<file path="src/hdl/rounded_corner_pixel_mask_top_macros.svh">
// Assertion macros shared by the corner mask modules.
// Each use expects clk and rst_n in scope.
`ifndef ROUNDED_CORNER_PIXEL_MASK_TOP_MACROS_SVH
`define ROUNDED_CORNER_PIXEL_MASK_TOP_MACROS_SVH
`ifndef NO_ASSERTIONS
`define RCPM_ASSERT_IMP(lbl, ante, cons, msg) \
  lbl: assert property (@(posedge clk) disable iff (!rst_n) (ante) |-> (cons)) \
    else $error(msg);
`define RCPM_ASSERT_NXT(lbl, ante, cons, msg) \
  lbl: assert property (@(posedge clk) disable iff (!rst_n) (ante) |=> (cons)) \
    else $error(msg);
`else
`define RCPM_ASSERT_IMP(lbl, ante, cons, msg)
`define RCPM_ASSERT_NXT(lbl, ante, cons, msg)
`endif
`endif

</file>
<file path="src/hdl/rcpm_pkg.sv">
`timescale 1ns / 1ps
package rcpm_pkg;

  localparam int SideBits = 10;
  localparam logic [9:0] SideMask = 10'((1 << SideBits) - 1);
  localparam logic [3:0] MaxRadius = 4'd12;

  // one root bit per cell: radicand is the 8-bit sum of squares shifted up 16
  localparam int NumSteps = 12;
  localparam int RootW = NumSteps;
  localparam int RemW = RootW + 2;

  localparam logic [1:0] CfgImageSide = 2'd0;
  localparam logic [1:0] CfgCornerRadius = 2'd1;
  localparam logic [1:0] CfgBackground = 2'd2;

  localparam logic [1:0] CovPass = 2'd0;
  localparam logic [1:0] CovBlend = 2'd1;
  localparam logic [1:0] CovBackground = 2'd2;

  localparam logic [9:0] SideReset = 10'd64;

  typedef struct packed {
    logic [9:0]  pixel_row;
    logic [9:0]  pixel_col;
    logic [15:0] pixel_in;
  } rcpm_in_t;

  typedef struct packed {
    logic [15:0] pixel_out;
    logic [1:0]  coverage_class;
  } rcpm_out_t;

  typedef struct packed {
    logic [9:0]  side;
    logic [3:0]  rad;
    logic [15:0] bg;
  } rcpm_cfg_t;

  // item moving along the root chain
  typedef struct packed {
    logic [15:0]     pix;
    logic [7:0]      sumsq;
    logic            bypass;
    logic [RootW-1:0] root;
    logic [RemW-1:0]  rem;
  } rcpm_sq_t;

  function automatic logic [7:0] widen5(logic [4:0] x);
    return {x, x[4:2]};
  endfunction

  function automatic logic [7:0] widen6(logic [5:0] x);
    return {x, x[5:4]};
  endfunction

  // src + (dst - src) * t / 256, division truncating toward zero
  function automatic logic [7:0] mix_channel(logic [7:0] src, logic [7:0] dst,
                                             logic [7:0] t);
    logic signed [8:0]  d;
    logic signed [17:0] p;
    logic signed [17:0] a;
    logic [7:0]         qv;
    d  = $signed({1'b0, dst}) - $signed({1'b0, src});
    p  = d * $signed({1'b0, t});
    a  = p + (p[17] ? 18'sd255 : 18'sd0);
    qv = 8'(a >>> 8);
    return src + qv;
  endfunction

endpackage

</file>
<file path="src/hdl/rcpm_front.sv">
`timescale 1ns / 1ps
module rcpm_front
  import rcpm_pkg::*;
(
  input  logic       clk,
  input  logic       rst_n,
  input  rcpm_cfg_t  cfg,
  input  logic       up_valid,
  output logic       up_ready,
  input  rcpm_in_t   up_data,
  output logic       dn_valid,
  input  logic       dn_ready,
  output rcpm_sq_t   dn_data
);

  logic       valid_r, valid_nxt;
  rcpm_sq_t   data_r, data_nxt;

  logic [9:0] row, col, side;
  logic       near_r, near_c, far_r, far_c, band_r, band_c, in_image;
  logic [9:0] m_row, m_col;
  logic [3:0] rr, rc;
  logic [7:0] sq_r, sq_c;

  always_comb begin
    row  = up_data.pixel_row & SideMask;
    col  = up_data.pixel_col & SideMask;
    side = cfg.side & SideMask;

    in_image = (cfg.rad != 4'd0) && (row < side) && (col < side);

    // mirror into the top-left corner; near edge wins where bands overlap
    near_r = row < {6'd0, cfg.rad};
    near_c = col < {6'd0, cfg.rad};
    far_r  = ({1'b0, row} + {7'd0, cfg.rad}) >= {1'b0, side};
    far_c  = ({1'b0, col} + {7'd0, cfg.rad}) >= {1'b0, side};
    band_r = near_r || far_r;
    band_c = near_c || far_c;
    m_row  = near_r ? row : side - 10'd1 - row;
    m_col  = near_c ? col : side - 10'd1 - col;

    rr   = cfg.rad - 4'd1 - m_row[3:0];
    rc   = cfg.rad - 4'd1 - m_col[3:0];
    sq_r = {4'd0, rr} * {4'd0, rr};
    sq_c = {4'd0, rc} * {4'd0, rc};

    data_nxt.pix    = up_data.pixel_in;
    data_nxt.sumsq  = sq_r + sq_c;
    data_nxt.bypass = !(in_image && band_r && band_c);
    data_nxt.root   = '0;
    data_nxt.rem    = '0;
  end

  assign up_ready  = !valid_r || dn_ready;
  assign valid_nxt = up_ready ? up_valid : valid_r;

  always_ff @(posedge clk) begin
    if (!rst_n) begin
      valid_r <= 1'b0;
    end else begin
      valid_r <= valid_nxt;
    end
  end

  always_ff @(posedge clk) begin
    if (up_valid && up_ready) begin
      data_r <= data_nxt;
    end
  end

  assign dn_valid = valid_r;
  assign dn_data  = data_r;

endmodule

</file>
<file path="src/hdl/rcpm_sqrt_cell.sv">
`timescale 1ns / 1ps
`include "rounded_corner_pixel_mask_top_macros.svh"
module rcpm_sqrt_cell
  import rcpm_pkg::*;
#(
  parameter int STEP = 0
) (
  input  logic      clk,
  input  logic      rst_n,
  input  logic      up_valid,
  output logic      up_ready,
  input  rcpm_sq_t  up_data,
  output logic      dn_valid,
  input  logic      dn_ready,
  output rcpm_sq_t  dn_data
);

  localparam int PairHi = 2 * (NumSteps - 1 - STEP) + 1;

  logic               valid_r, valid_nxt;
  rcpm_sq_t           data_r, data_nxt;
  logic [2*NumSteps-1:0] radicand;
  logic [1:0]         pair;
  logic [RemW-1:0]    rem_sh, trial;
  logic               take;

  always_comb begin
    radicand = {up_data.sumsq, {(2 * NumSteps - 8){1'b0}}};
    pair     = radicand[PairHi -: 2];
    // remainder never exceeds twice the partial root, so top bits are clear
    rem_sh   = {up_data.rem[RemW-3:0], pair};
    trial    = {up_data.root, 2'b01};
    take     = rem_sh >= trial;

    data_nxt      = up_data;
    data_nxt.rem  = take ? rem_sh - trial : rem_sh;
    data_nxt.root = {up_data.root[RootW-2:0], take};
  end

  assign up_ready  = !valid_r || dn_ready;
  assign valid_nxt = up_ready ? up_valid : valid_r;

  always_ff @(posedge clk) begin
    if (!rst_n) begin
      valid_r <= 1'b0;
    end else begin
      valid_r <= valid_nxt;
    end
  end

  always_ff @(posedge clk) begin
    if (up_valid && up_ready) begin
      data_r <= data_nxt;
    end
  end

  assign dn_valid = valid_r;
  assign dn_data  = data_r;

  `RCPM_ASSERT_IMP(a_rem_bound, valid_r, data_r.rem <= RemW'({data_r.root, 1'b0}), "root remainder out of range")

endmodule

</file>
<file path="src/hdl/rcpm_blend.sv">
`timescale 1ns / 1ps
`include "rounded_corner_pixel_mask_top_macros.svh"
module rcpm_blend
  import rcpm_pkg::*;
(
  input  logic      clk,
  input  logic      rst_n,
  input  rcpm_cfg_t cfg,
  input  logic      up_valid,
  output logic      up_ready,
  input  rcpm_sq_t  up_data,
  output logic      dn_valid,
  input  logic      dn_ready,
  output rcpm_out_t dn_data
);

  logic        valid_r, valid_nxt;
  rcpm_out_t   data_r, data_nxt;

  logic [12:0] dist_fx, r256, lo, hi;
  logic [7:0]  t;
  logic [7:0]  mr, mg, mb;

  always_comb begin
    dist_fx = {1'b0, up_data.root};
    r256    = {1'b0, cfg.rad, 8'h00};
    lo      = r256 - 13'd128;
    hi      = r256 + 13'd128;
    t       = 8'(dist_fx - lo);

    mr = mix_channel(widen5(up_data.pix[15:11]), widen5(cfg.bg[15:11]), t);
    mg = mix_channel(widen6(up_data.pix[10:5]), widen6(cfg.bg[10:5]), t);
    mb = mix_channel(widen5(up_data.pix[4:0]), widen5(cfg.bg[4:0]), t);

    if (up_data.bypass || dist_fx <= lo) begin
      data_nxt.pixel_out      = up_data.pix;
      data_nxt.coverage_class = CovPass;
    end else if (dist_fx >= hi) begin
      data_nxt.pixel_out      = cfg.bg;
      data_nxt.coverage_class = CovBackground;
    end else begin
      data_nxt.pixel_out      = {mr[7:3], mg[7:2], mb[7:3]};
      data_nxt.coverage_class = CovBlend;
    end
  end

  assign up_ready  = !valid_r || dn_ready;
  assign valid_nxt = up_ready ? up_valid : valid_r;

  always_ff @(posedge clk) begin
    if (!rst_n) begin
      valid_r <= 1'b0;
    end else begin
      valid_r <= valid_nxt;
    end
  end

  always_ff @(posedge clk) begin
    if (up_valid && up_ready) begin
      data_r <= data_nxt;
    end
  end

  assign dn_valid = valid_r;
  assign dn_data  = data_r;

  `RCPM_ASSERT_IMP(a_bg_colour, valid_r && data_r.coverage_class == CovBackground, data_r.pixel_out == cfg.bg, "background item carries wrong colour")

endmodule

</file>
<file path="src/hdl/rounded_corner_pixel_mask_top.sv">
`timescale 1ns / 1ps
`include "rounded_corner_pixel_mask_top_macros.svh"
// channel   ports                          moves
// in        in_valid / in_ready / in_data  pixel row, column and colour
// out       out_valid / out_ready / out_data  masked colour and class
// cfg       cfg_we / cfg_index / cfg_wdata  register write, no wait
//
// One item per cycle sustained while out_ready holds; the stages are the corner fold and squares,
// twelve root cells (one root bit each), then the blend and output register.
// Each cell has its own ready, so bubbles close up under a stalled output.
// Synchronous active-low reset empties every cell and loads register defaults.

module rounded_corner_pixel_mask_top
  import rcpm_pkg::*;
(
  input  logic        clk,
  input  logic        rst_n,
  input  logic        in_valid,
  output logic        in_ready,
  input  rcpm_in_t    in_data,
  output logic        out_valid,
  input  logic        out_ready,
  output rcpm_out_t   out_data,
  input  logic        cfg_we,
  input  logic [1:0]  cfg_index,
  input  logic [15:0] cfg_wdata
);

  logic [9:0]  image_side_r;
  logic [3:0]  corner_radius_r;
  logic [15:0] background_r;
  rcpm_cfg_t   cfg;

  rcpm_sq_t    sq_data [NumSteps+1];
  logic [NumSteps:0] sq_valid;
  logic [NumSteps:0] sq_ready;

  always_ff @(posedge clk) begin
    if (!rst_n) begin
      image_side_r    <= SideReset;
      corner_radius_r <= 4'd0;
      background_r    <= 16'd0;
    end else if (cfg_we) begin
      case (cfg_index)
        CfgImageSide:    image_side_r    <= cfg_wdata[9:0];
        CfgCornerRadius: corner_radius_r <= cfg_wdata[3:0];
        CfgBackground:   background_r    <= cfg_wdata;
        default: ;
      endcase
    end
  end

  always_comb begin
    cfg.side = image_side_r;
    cfg.rad  = (corner_radius_r > MaxRadius) ? MaxRadius : corner_radius_r;
    cfg.bg   = background_r;
  end

  rcpm_front u_front (
    .clk      (clk),
    .rst_n    (rst_n),
    .cfg      (cfg),
    .up_valid (in_valid),
    .up_ready (in_ready),
    .up_data  (in_data),
    .dn_valid (sq_valid[0]),
    .dn_ready (sq_ready[0]),
    .dn_data  (sq_data[0])
  );

  for (genvar i = 0; i < NumSteps; i++) begin : g_root
    rcpm_sqrt_cell #(
      .STEP (i)
    ) u_cell (
      .clk      (clk),
      .rst_n    (rst_n),
      .up_valid (sq_valid[i]),
      .up_ready (sq_ready[i]),
      .up_data  (sq_data[i]),
      .dn_valid (sq_valid[i+1]),
      .dn_ready (sq_ready[i+1]),
      .dn_data  (sq_data[i+1])
    );
  end

  rcpm_blend u_blend (
    .clk      (clk),
    .rst_n    (rst_n),
    .cfg      (cfg),
    .up_valid (sq_valid[NumSteps]),
    .up_ready (sq_ready[NumSteps]),
    .up_data  (sq_data[NumSteps]),
    .dn_valid (out_valid),
    .dn_ready (out_ready),
    .dn_data  (out_data)
  );

  // input can only back up when every cell is full and the output is held
  `RCPM_ASSERT_IMP(a_full_when_blocked, !in_ready, out_valid && !out_ready && (&sq_valid), "input blocked with room in the chain")
  `RCPM_ASSERT_NXT(a_accept_lands, in_valid && in_ready, sq_valid[0], "accepted item missing from front cell")

endmodule

</file>
<file path="config.mk">
export PLATFORM = sky130hd
export DESIGN_NAME = rounded_corner_pixel_mask_top
export DESIGN_NICKNAME = d
export VERILOG_FILES = /design/src/hdl/rcpm_pkg.sv /design/src/hdl/rcpm_front.sv /design/src/hdl/rcpm_sqrt_cell.sv /design/src/hdl/rcpm_blend.sv /design/src/hdl/rounded_corner_pixel_mask_top.sv
export VERILOG_INCLUDE_DIRS = /design/src /design/src/hdl
export SDC_FILE = /design/constraint.sdc
export NUM_CORES = 1
export LEC_CHECK = 0
export BUFFER_PORTS_ARGS = -buffer_cell sky130_fd_sc_hd__buf_2
export CAP_MARGIN = 20
export CORE_MARGIN = 2
export CORE_UTILIZATION = 50
export CTS_CLUSTER_SIZE = 20
export DETAILED_ROUTE_END_ITERATION = 16
export GPL_TIMING_DRIVEN = 1
export PLACE_DENSITY_LB_ADDON = 0.15
export SLEW_MARGIN = 20
export SYNTH_ARGS = -nofsm -noshare
export SYNTH_HDL_FRONTEND = slang
export SYNTH_HIERARCHICAL = 1
export SYNTH_SLANG_ARGS = --single-unit
</file>
<file path="constraint.sdc">
create_clock -name clk -period 10.65 [get_ports clk]
set_input_delay 3.195 -clock clk [delete_from_list [all_inputs] [get_ports clk]]
set_output_delay 3.195 -clock clk [all_outputs]
set_load 0.1 [all_outputs]
</file>
==> impl_table.tex, run 1 <==
\begin{tabular}{lr}
\hline
Metric & Value \\
\hline
\multicolumn{2}{l}{\textbf{CTS}} \\
\quad Total number of H-tree levels & 3 \\
\quad Maximum buffer depth of the clock tree & 3 \\
\quad Clock root buffer & sky130\_fd\_sc\_hd\_\_clkbuf\_16 \\
\quad Clock sink total & 572 \\
\quad Number of setup buffers added after CTS & 0 \\
\quad Clock tree from TritonCTS & built \\
\quad Clock input transition at the sequential cells of the worst setup and hold paths & 0.06 ns \\
\quad Total clock buffers created by CTS & 66 \\
\quad Clock latency on the worst-skew pair & 0.60 ns \\
\multicolumn{2}{l}{\textbf{Die}} \\
\quad Std cell rows & 104 \\
\quad Core region area & 0.0803 sq mm \\
\quad Initial cell density of the core & 50.4\% \\
\quad Full die area & 0.0832 sq mm \\
\quad Number of primary I/O pins & 79 \\
\quad Vertical die dimension & 288 microns \\
\quad Die width & 288 microns \\
\multicolumn{2}{l}{\textbf{Timing}} \\
\quad Setup total negative slack & 0 ns \\
\quad Hold violation total from the final report & 0 \\
\quad F\_max & 0.101 GHz \\
\quad Normalized max-slew margin & 28.8\% \\
\quad Worst clock skew & 0.0244 ns \\
\quad Final period util & 92.7\% \\
\quad Transition time at the pin with the least slew margin & 1.06 ns \\
\quad Worst hold margin & 0.403 ns \\
\quad Unrepaired setup endpoints after global routing & no \\
\quad Minimum clock period after layout & 9.87 ns \\
\quad Setup violation total in the final timing report & 0 \\
\quad Final Max Tran Viols & 0 \\
\multicolumn{2}{l}{\textbf{Setup path}} \\
\quad Category of the worst setup path launch point & register \\
\quad Total buffers and inverters traversed by the critical path & 4 \\
\quad Endpoint of the most critical register-to-register path & u\_blend/dn\_data[4] \\
\quad CP Data Arrival Time & 10.22 ns \\
\quad Crit path launch & g\_root[11].u\_cell/dn\_data[39] \\
\quad Depth of the most critical reg-to-reg path & 41 \\
\quad CP Class & register to register \\
\quad Critical path required time & 10.99 ns \\
\quad Critical-path top delay cell & sky130\_fd\_sc\_hd\_\_fa\_1 \\
\quad Kind of end point of the critical path & register \\
\quad Largest fanout of any net on the critical path & 9 \\
\quad Family of cells with the greatest summed delay on the critical path & compound AO/OA/AOI/OAI gates \\
\quad Critical path's largest stage delay & 0.58 ns \\
\quad Startpoint of the lowest-slack register-to-register path & g\_root[11].u\_cell/dn\_data[39] \\
\quad Reg2reg setup slack & 0.78 ns \\
\multicolumn{2}{l}{\textbf{Power and ir drop}} \\
\quad Lkg Pwr & 0.0188 uW \\
\quad Cell area power density & 181 mW/mm\^{}2 \\
\quad Peak supply drop & 0.000270 V \\
\multicolumn{2}{l}{\textbf{Cells and area}} \\
\quad Signed area change from the synthesized netlist to the final layout & 8.64\% \\
\quad Count of nets after finishing & 4368 \\
\quad Proportion of layout cells with a drive suffix above 1 & 8.91\% \\
\quad Number of diodes added for antenna fixing & 0 \\
\quad Sequential cell area & 0.0167 sq mm \\
\quad Area of combinational cells with multiple inputs & 0.0210 sq mm \\
\quad Fill cell total of the finished layout & 6922 \\
\multicolumn{2}{l}{\textbf{Hold path}} \\
\quad Launch instance of the worst min-delay path & g\_root[7].u\_cell/dn\_data[35] \\
\quad Hold EP & g\_root[8].u\_cell/dn\_data[35] \\
\quad Path type of the worst min-delay path & register to register \\
\quad Worst hold path cell count & 0 \\
\multicolumn{2}{l}{\textbf{Placement}} \\
\quad Final RePlAce weighted congestion & 0.878 \\
\quad Detailed placement HPWL & 61.5 mm \\
\quad PortBufs & 78 \\
\multicolumn{2}{l}{\textbf{Global route}} \\
\quad M3 GR Usage & 2.84\% \\
\quad First-pass GRT wire length & 130 mm \\
\quad Largest net degree at the start of global routing & 61 \\
\quad Vias in the first global route & 25600 \\
\quad Antenna violations before repair & 1 \\
\quad Global route overflow & 0 \\
\quad Total GRT Usage & 19.6\% \\
\quad GR Util met2 & 34.6\% \\
\quad GRT met1 Usage & 25.2\% \\
\quad Most utilized layer in the global route result & met2 \\
\multicolumn{2}{l}{\textbf{Logic synthesis}} \\
\quad Average size of a mapped cell & 11.2 sq um \\
\quad Synthesized area & 0.0405 sq mm \\
\quad Synth Warn \# & 6 \\
\quad Post-synthesis instance total & 3611 \\
\multicolumn{2}{l}{\textbf{Flow run}} \\
\quad Number of max-capacitance violations reported & 0 \\
\multicolumn{2}{l}{\textbf{Routing}} \\
\quad Final ANT Viol Nets & 0 \\
\quad Detailed Route Iter0 Violations & 1196 \\
\quad Via-per-instance ratio & 5.22 \\
\quad Number of detailed-routing iterations run before antenna repair & 6 \\
\quad DRC errors left & 0 \\
\quad Total number of vias & 25100 \\
\quad Detailed-route wire length & 78.8 mm \\
\quad Routed wirelength normalized by instance count & 16.4 microns \\
\multicolumn{2}{l}{\textbf{Run status}} \\
\quad Outcome & finished, final reports clean \\
\hline
\end{tabular}
==> stage by stage <==
step / setup WS (ns) / util (%) / instance area, sq um / total power [uW] / std cells
2_1_floorplan: 1.49 / - / 40500 / 5140 / 3634
3_3_place_gp: 0.771 / 52.1 / 41800 / 5750 / 4689
3_5_place_dp: 0.606 / 52.1 / 41800 / 5780 / 4689
4_1_cts: 0.609 / 54.7 / 43900 / 8040 / 4808
5_1_grt: 0.0957 / 54.7 / 44000 / 8590 / 4808
6_report: 0.777 / 54.7 / 44000 / 7960 / 4808
==> layout make-up <==
class / count / area share (%)
multi-input combinational: 2384 / 47.8
sequential: 572 / 38.1
inverter: 574 / 4.97
clock buffer: 85 / 4.08
tap: 1060 / 3.02
timing repair buffer: 99 / 1.25
clock inverter: 34 / 0.788
==> timing repair <==
action / CTS / global route
endpoints found under the hold margin: 0 / 0
endpoints found under the setup margin: 0 / 4
gates resized for setup: 0 / 3
hold buffers: 0 / 0
==> state kept, by name, summed over array words and instances (netlist names) <==
name and cells:
g_root.u_cell/dn_data 485, u_blend/dn_data 18, g_root.u_cell/dn_valid 12, corner_radius_r 4, u_blend/dn_valid 1, image_side_r 10, u_front/dn_valid 1, u_front/dn_data 25
background_r 16
==> cell usage in the layout (no fill, tap or decap), types with 14 or more instances in the layout <==
| cell | n |
|---|---|
| sky130_fd_sc_hd__a21boi_0 | 19 |
| sky130_fd_sc_hd__a21o_1 | 75 |
| sky130_fd_sc_hd__a21oi_1 | 139 |
| sky130_fd_sc_hd__a21oi_2 | 35 |
| sky130_fd_sc_hd__a31oi_1 | 14 |
| sky130_fd_sc_hd__and2_1 | 77 |
| sky130_fd_sc_hd__buf_2 | 78 |
| sky130_fd_sc_hd__buf_4 | 21 |
| sky130_fd_sc_hd__clkbuf_1 | 14 |
| sky130_fd_sc_hd__clkbuf_16 | 68 |
| sky130_fd_sc_hd__conb_1 | 24 |
| sky130_fd_sc_hd__dfxtp_1 | 44 |
| sky130_fd_sc_hd__edfxtp_1 | 528 |
| sky130_fd_sc_hd__fa_1 | 209 |
| sky130_fd_sc_hd__ha_1 | 403 |
| sky130_fd_sc_hd__inv_1 | 562 |
| sky130_fd_sc_hd__mux2_1 | 63 |
| sky130_fd_sc_hd__mux2_4 | 24 |
| sky130_fd_sc_hd__mux2i_1 | 38 |
| sky130_fd_sc_hd__nand2_1 | 249 |
| sky130_fd_sc_hd__nand2b_1 | 69 |
| sky130_fd_sc_hd__nand3_1 | 67 |
| sky130_fd_sc_hd__nand4_1 | 18 |
| sky130_fd_sc_hd__nor2_1 | 134 |
| sky130_fd_sc_hd__nor2b_1 | 84 |
| sky130_fd_sc_hd__nor3_1 | 49 |
| sky130_fd_sc_hd__o211ai_1 | 37 |
| sky130_fd_sc_hd__o21a_1 | 31 |
| sky130_fd_sc_hd__o21ai_0 | 70 |
| sky130_fd_sc_hd__o21bai_1 | 29 |
| sky130_fd_sc_hd__xnor2_1 | 133 |
| sky130_fd_sc_hd__xor2_1 | 84 |
==> metal layers <==
metal,vias up,share of wire (%)
met3,106,3.3
met5,-,0
met4,0,1.9
met1,12100,45
met2,357,50
li1,12500,-
==> how the worst max path moves through the flow <==
stage | to | slack (ns) | depth (start not counted)
6_report | u_blend/dn_data[4] | 0.78 | 41
5_1_grt | u_blend/dn_data[4] | 0.1 | 42
4_1_cts | u_blend/dn_data[15] | 0.61 | 39
3_5_place_dp | u_blend/dn_data[15] | 0.61 | 39
3_3_place_gp | u_blend/dn_data[15] | 0.77 | 39
2_1_floorplan | u_blend/dn_data[15] | 1.49 | 39
==> power breakdown <==
part           switching (uW)  internal, uW
logic                    1830          1370
clock network             891          1320
registers                29.8          2520
Power figures use the tool's default switching activity.
==> run 2, diff against run 1 <==
Settings changed: CTS_CLUSTER_SIZE 20 to 14, SYNTH_HIERARCHICAL 1 to unset, TNS_END_PERCENT set to 100.
==> run 2 against run 1 <==
Against the previous run: critical path depth stayed put; non-clock buffer count increased by 3; sequential share of layout area grew 1.1 points; flip-flop and latch count is 77 lower; clock skew is 0.0065 ns lower; total power is 2.6% lower; die area down 17%; critical path type unchanged; largest cell class unchanged.
==> impl_table.tex, run 2 <==
\begin{tabular}{lr}
\hline
Metric & Value \\
\hline
\multicolumn{2}{l}{\textbf{Logic synthesis}} \\
\quad Main area contributors after synthesis & sky130\_fd\_sc\_hd\_\_edfxtp\_1, sky130\_fd\_sc\_hd\_\_fa\_1, sky130\_fd\_sc\_hd\_\_ha\_1 \\
\quad Average size of a mapped cell & 11.2 sq um (+0.40\%) \\
\quad Synthesized area & 0.0335 sq mm (-17\%) \\
\quad Most instantiated cells after synthesis & sky130\_fd\_sc\_hd\_\_inv\_1, sky130\_fd\_sc\_hd\_\_edfxtp\_1, sky130\_fd\_sc\_hd\_\_ha\_1, sky130\_fd\_sc\_hd\_\_nand2\_1, sky130\_fd\_sc\_hd\_\_fa\_1 \\
\quad Post-synthesis cell type count & 94 \\
\quad Most instantiated library cell after synthesis & sky130\_fd\_sc\_hd\_\_inv\_1 \\
\quad Proportion of synthesized chip area in sequential cells & 43.0\% \\
\quad Count of state elements after synthesis & 495 \\
\quad Number of flops mapped to enable cells by yosys & 451 \\
\quad Fraction of synthesized cell area taken by the top area cell type & 40.4\% \\
\quad Synth Warn \# & 0 (-6) \\
\quad Biggest area consumer among synthesized cells & sky130\_fd\_sc\_hd\_\_edfxtp\_1 \\
\quad Fraction of registers with async set/reset & 0\% \\
\quad Prevailing post-synth register cell & sky130\_fd\_sc\_hd\_\_edfxtp\_1 \\
\quad Post-synthesis instance total & 2981 (-17\%) \\
\quad Net Count, Synth & 3574 \\
\multicolumn{2}{l}{\textbf{Setup path}} \\
\quad Critical-path top delay cell & sky130\_fd\_sc\_hd\_\_fa\_1 \\
\quad Total buffers and inverters traversed by the critical path & 4 (unchanged) \\
\quad Reg2reg setup slack & 0.56 ns (-0.22 ns) \\
\quad Depth of the most critical reg-to-reg path & 41 (unchanged) \\
\quad Largest fanout of any net on the critical path & 8 (-1) \\
\quad Critical path's largest stage delay & 0.59 ns (about the same) \\
\quad CP Class & register to register \\
\quad Critical path required time & 10.96 ns (-0.03 ns) \\
\quad Number of logic stages on the critical path including buffering & 41 (unchanged) \\
\quad Endpoint of the most critical register-to-register path & u\_blend.dn\_data[5] \\
\quad Startpoint of the lowest-slack register-to-register path & g\_root[11].u\_cell.dn\_data[39] \\
\quad CP Data Arrival Time & 10.40 ns (+0.18 ns) \\
\quad Kind of end point of the critical path & register \\
\quad Category of the worst setup path launch point & register \\
\quad Family of cells with the greatest summed delay on the critical path & compound AO/OA/AOI/OAI gates \\
\multicolumn{2}{l}{\textbf{Routing}} \\
\quad Detailed Route Iter0 Violations & 1092 (-8.7\%) \\
\quad Routed wirelength normalized by instance count & 16.6 microns (+1.0\%) \\
\quad Via-per-instance ratio & 5.24 (+0.43\%) \\
\quad Number of detailed-routing iterations run before antenna repair & 5 (-1) \\
\quad Detailed-route wire length & 65.9 mm (-16\%) \\
\quad Total number of vias & 20900 (-17\%) \\
\quad DRC errors left & 0 (unchanged) \\
\quad Final ANT Viol Nets & 0 (unchanged) \\
\multicolumn{2}{l}{\textbf{Timing}} \\
\quad Worst clock skew & 0.0179 ns (-0.00648 ns) \\
\quad Transition time at the pin with the least slew margin & 1.06 ns (+0.00184 ns) \\
\quad Hold violation total from the final report & 0 (unchanged) \\
\quad Setup violation total in the final timing report & 0 (unchanged) \\
\quad Setup total negative slack & 0 ns (unchanged) \\
\quad Normalized max-slew margin & 29.2\% (+0.39 points) \\
\quad Final period util & 94.7\% (+2.0 points) \\
\quad Minimum clock period after layout & 10.09 ns (+0.217 ns) \\
\quad Final Max Tran Viols & 0 (unchanged) \\
\quad F\_max & 0.0991 GHz (-2.2\%) \\
\multicolumn{2}{l}{\textbf{Flow run}} \\
\quad Number of max-capacitance violations reported & 0 (unchanged) \\
\multicolumn{2}{l}{\textbf{Cells and area}} \\
\quad Most frequent cells in the layout & sky130\_fd\_sc\_hd\_\_inv\_1, sky130\_fd\_sc\_hd\_\_edfxtp\_1, sky130\_fd\_sc\_hd\_\_ha\_1, sky130\_fd\_sc\_hd\_\_nand2\_1, sky130\_fd\_sc\_hd\_\_fa\_1 \\
\quad Post-route cell area & 0.0368 sq mm (-16\%) \\
\quad Proportion of layout cells with a drive suffix above 1 & 8.67\% (-0.24 points) \\
\quad Signed area change from the synthesized netlist to the final layout & 9.84\% \\
\quad Most common cell after layout, fill and taps aside & sky130\_fd\_sc\_hd\_\_inv\_1 \\
\quad Flip-flop count of the largest register after layout & 408 (-16\%) \\
\quad Fill cell total of the finished layout & 5658 (-18\%) \\
\quad Final design utilization & 55.7\% (+0.98 points) \\
\quad Count of nets after finishing & 3670 (-16\%) \\
\quad Number of diodes added for antenna fixing & 0 (unchanged) \\
\multicolumn{2}{l}{\textbf{Hold path}} \\
\quad Worst hold path cell count & 0 (unchanged) \\
\quad Hold EP & g\_root[4].u\_cell.dn\_data[42] \\
\quad Path type of the worst min-delay path & register to register \\
\quad Launch instance of the worst min-delay path & g\_root[3].u\_cell.dn\_data[42] \\
\multicolumn{2}{l}{\textbf{Die}} \\
\quad Vertical die dimension & 263 microns (-8.8\%) \\
\quad Initial cell density of the core & 50.7\% (+0.34 points) \\
\quad Std cell rows & 94 (-9.6\%) \\
\quad Full die area & 0.0692 sq mm (-17\%) \\
\quad Core region area & 0.0661 sq mm (-18\%) \\
\quad Number of primary I/O pins & 79 (unchanged) \\
\quad Die width & 263 microns (-8.8\%) \\
\multicolumn{2}{l}{\textbf{Power and ir drop}} \\
\quad Cell area power density & 211 mW/mm\^{}2 (+16\%) \\
\quad Lkg Pwr & 0.0159 uW (-16\%) \\
\quad Power share of the sequential group & 28.5\% (-3.6 points) \\
\quad Net switching power figure & 2920 uW (+6.4\%) \\
\quad Peak supply drop & 0.000499 V (+85\%) \\
\quad Internal power summed over all cells & 4830 uW (-7.4\%) \\
\quad Clk pwr share & 22.3\% (-5.5 points) \\
\quad Gate power share & 49.2\% (+9.1 points) \\
\quad Switching fraction of total power & 37.7\% (+3.2 points) \\
\multicolumn{2}{l}{\textbf{Placement}} \\
\quad Detailed placement HPWL & 51.8 mm (-16\%) \\
\quad PortBufs & 78 (unchanged) \\
\quad Final RePlAce weighted congestion & 0.902 (+2.7\%) \\
\quad Placed inst area & 0.0350 sq mm (-16\%) \\
\multicolumn{2}{l}{\textbf{CTS}} \\
\quad Maximum buffer depth of the clock tree & 3 (unchanged) \\
\quad Post-cts hold buffer count & 0 (unchanged) \\
\quad Clock tree from TritonCTS & built \\
\quad Clock root buffer & sky130\_fd\_sc\_hd\_\_clkbuf\_16 \\
\quad Clock sink total & 495 (-13\%) \\
\quad Clock latency on the worst-skew pair & 0.58 ns (-0.02 ns) \\
\quad Clock input transition at the sequential cells of the worst setup and hold paths & 0.07 ns (about the same) \\
\quad Total clock buffers created by CTS & 48 (-27\%) \\
\quad Total number of H-tree levels & 2 (-1) \\
\multicolumn{2}{l}{\textbf{Global route}} \\
\quad Antenna violations before repair & 3 (+2) \\
\quad Global route overflow & 0 (unchanged) \\
\quad Vias in the first global route & 21700 (-15\%) \\
\quad First-pass GRT wire length & 109 mm (-16\%) \\
\quad Largest net degree at the start of global routing & 45 (-26\%) \\
\quad Total GRT Usage & 19.5\% (-0.10 points) \\
\multicolumn{2}{l}{\textbf{Run status}} \\
\quad Outcome & finished, final reports clean \\
\hline
\end{tabular}
-- run 2: cell types whose count changed in the layout (fill, tap and decap cells not counted), sizes merged, moves of 27 or more --
cell | previous run | this run
o211ai | 37 | 9
nand3 | 67 | 27
ha | 403 | 325
inv | 581 | 473
nor2b | 84 | 112
edfxtp | 528 | 451
mux2i | 38 | 9
mux2 | 90 | 29
a21oi | 174 | 147
nand2b | 69 | 41
-- run 2: logic make-up (layout without fill, tap and decap cells) --
family	Yosys count	after routing	synth area share, %
compound gates	448	448	8.75
xor+xnor	205	205	5.56
fa+ha+maj	534	534	24.6
buf+inv	525	659	5.94
flops	495	495	43.0
mux	38	38	1.24
other cells	1	1	0.0112
simple gates	735	735	10.9
-- run 2: layer usage --
metal,vias to the layer above,GRT usage (%),wire length [microns]
li1,10200,-,-
met1,10200,24.3,28200
met2,365,34.7,33200
met3,110,3.27,2770
met4,4,5.73,1800
met5,-,0,23
-- run 2: cell type report --
cell class / instances / area (sq um) / area share (%)
multi-input cells: 1961 / 17300 / 46.9
flip-flops and latches: 495 / 14400 / 39.2
inverters: 469 / 1760 / 4.78
clock buffers: 62 / 1320 / 3.57
well taps: 864 / 1080 / 2.93
repair buffers: 102 / 663 / 1.80
clock inverters: 26 / 304 / 0.825
-- run 2: worst max path at each step --
stage,from,endpoint,slack [ns]
after floorplan,g_root[11].u_cell.dn_data[39],u_blend.dn_data[5],1.41
after global placement,g_root[11].u_cell.dn_data[39],u_blend.dn_data[5],0.68
after detailed placement,g_root[11].u_cell.dn_data[39],u_blend.dn_data[5],0.44
after CTS,g_root[11].u_cell.dn_data[39],u_blend.dn_data[5],0.40
after global routing,g_root[11].u_cell.dn_data[39],u_blend.dn_data[5],-0.04
final,g_root[11].u_cell.dn_data[39],u_blend.dn_data[5],0.56
-- run 2: per-stage QoR --
stage          cells  worst slack [ns]  hold WS (ns)  power, uW
2_1_floorplan   2981              1.41         0.400       5250
5_1_grt         3979           -0.0379         0.410       8380
6_report        3979             0.559         0.407       7760
3_5_place_dp    3884             0.443         0.405       6010
3_3_place_gp    3884             0.677         0.401       5910
4_1_cts         3972             0.400         0.407       7790
-- run 2: what timing repair did --
item	in CTS	in global routing
endpoints found under the setup margin	0	5
gates resized for setup	0	11
setup buffers	0	2
-- run 2: worst reg2reg max path, delay by kind of cell (launching register included) --
family	cells	cell delay [ns]
muxes	1	0.32
and+or+nand+nor	6	1.22
DFF	1	0.43
xor gates and xnor gates	1	0.24
AOI/OAI and AO/OA	21	3.86
adders and majority gates	8	3.49
buffers and inverters	4	0.27
-- run 2: power groups by stage --
| stage | Combinational (uW) | Clock [uW] | Sequential (uW) |
|---|---|---|---|
| floorplan | 3000 | 0 | 2240 |
| global placement | 3650 | 0 | 2250 |
| detailed placement | 3760 | 0 | 2250 |
| CTS | 3800 | 1780 | 2210 |
| global route | 4320 | 1860 | 2210 |
| finish | 3820 | 1730 | 2210 |
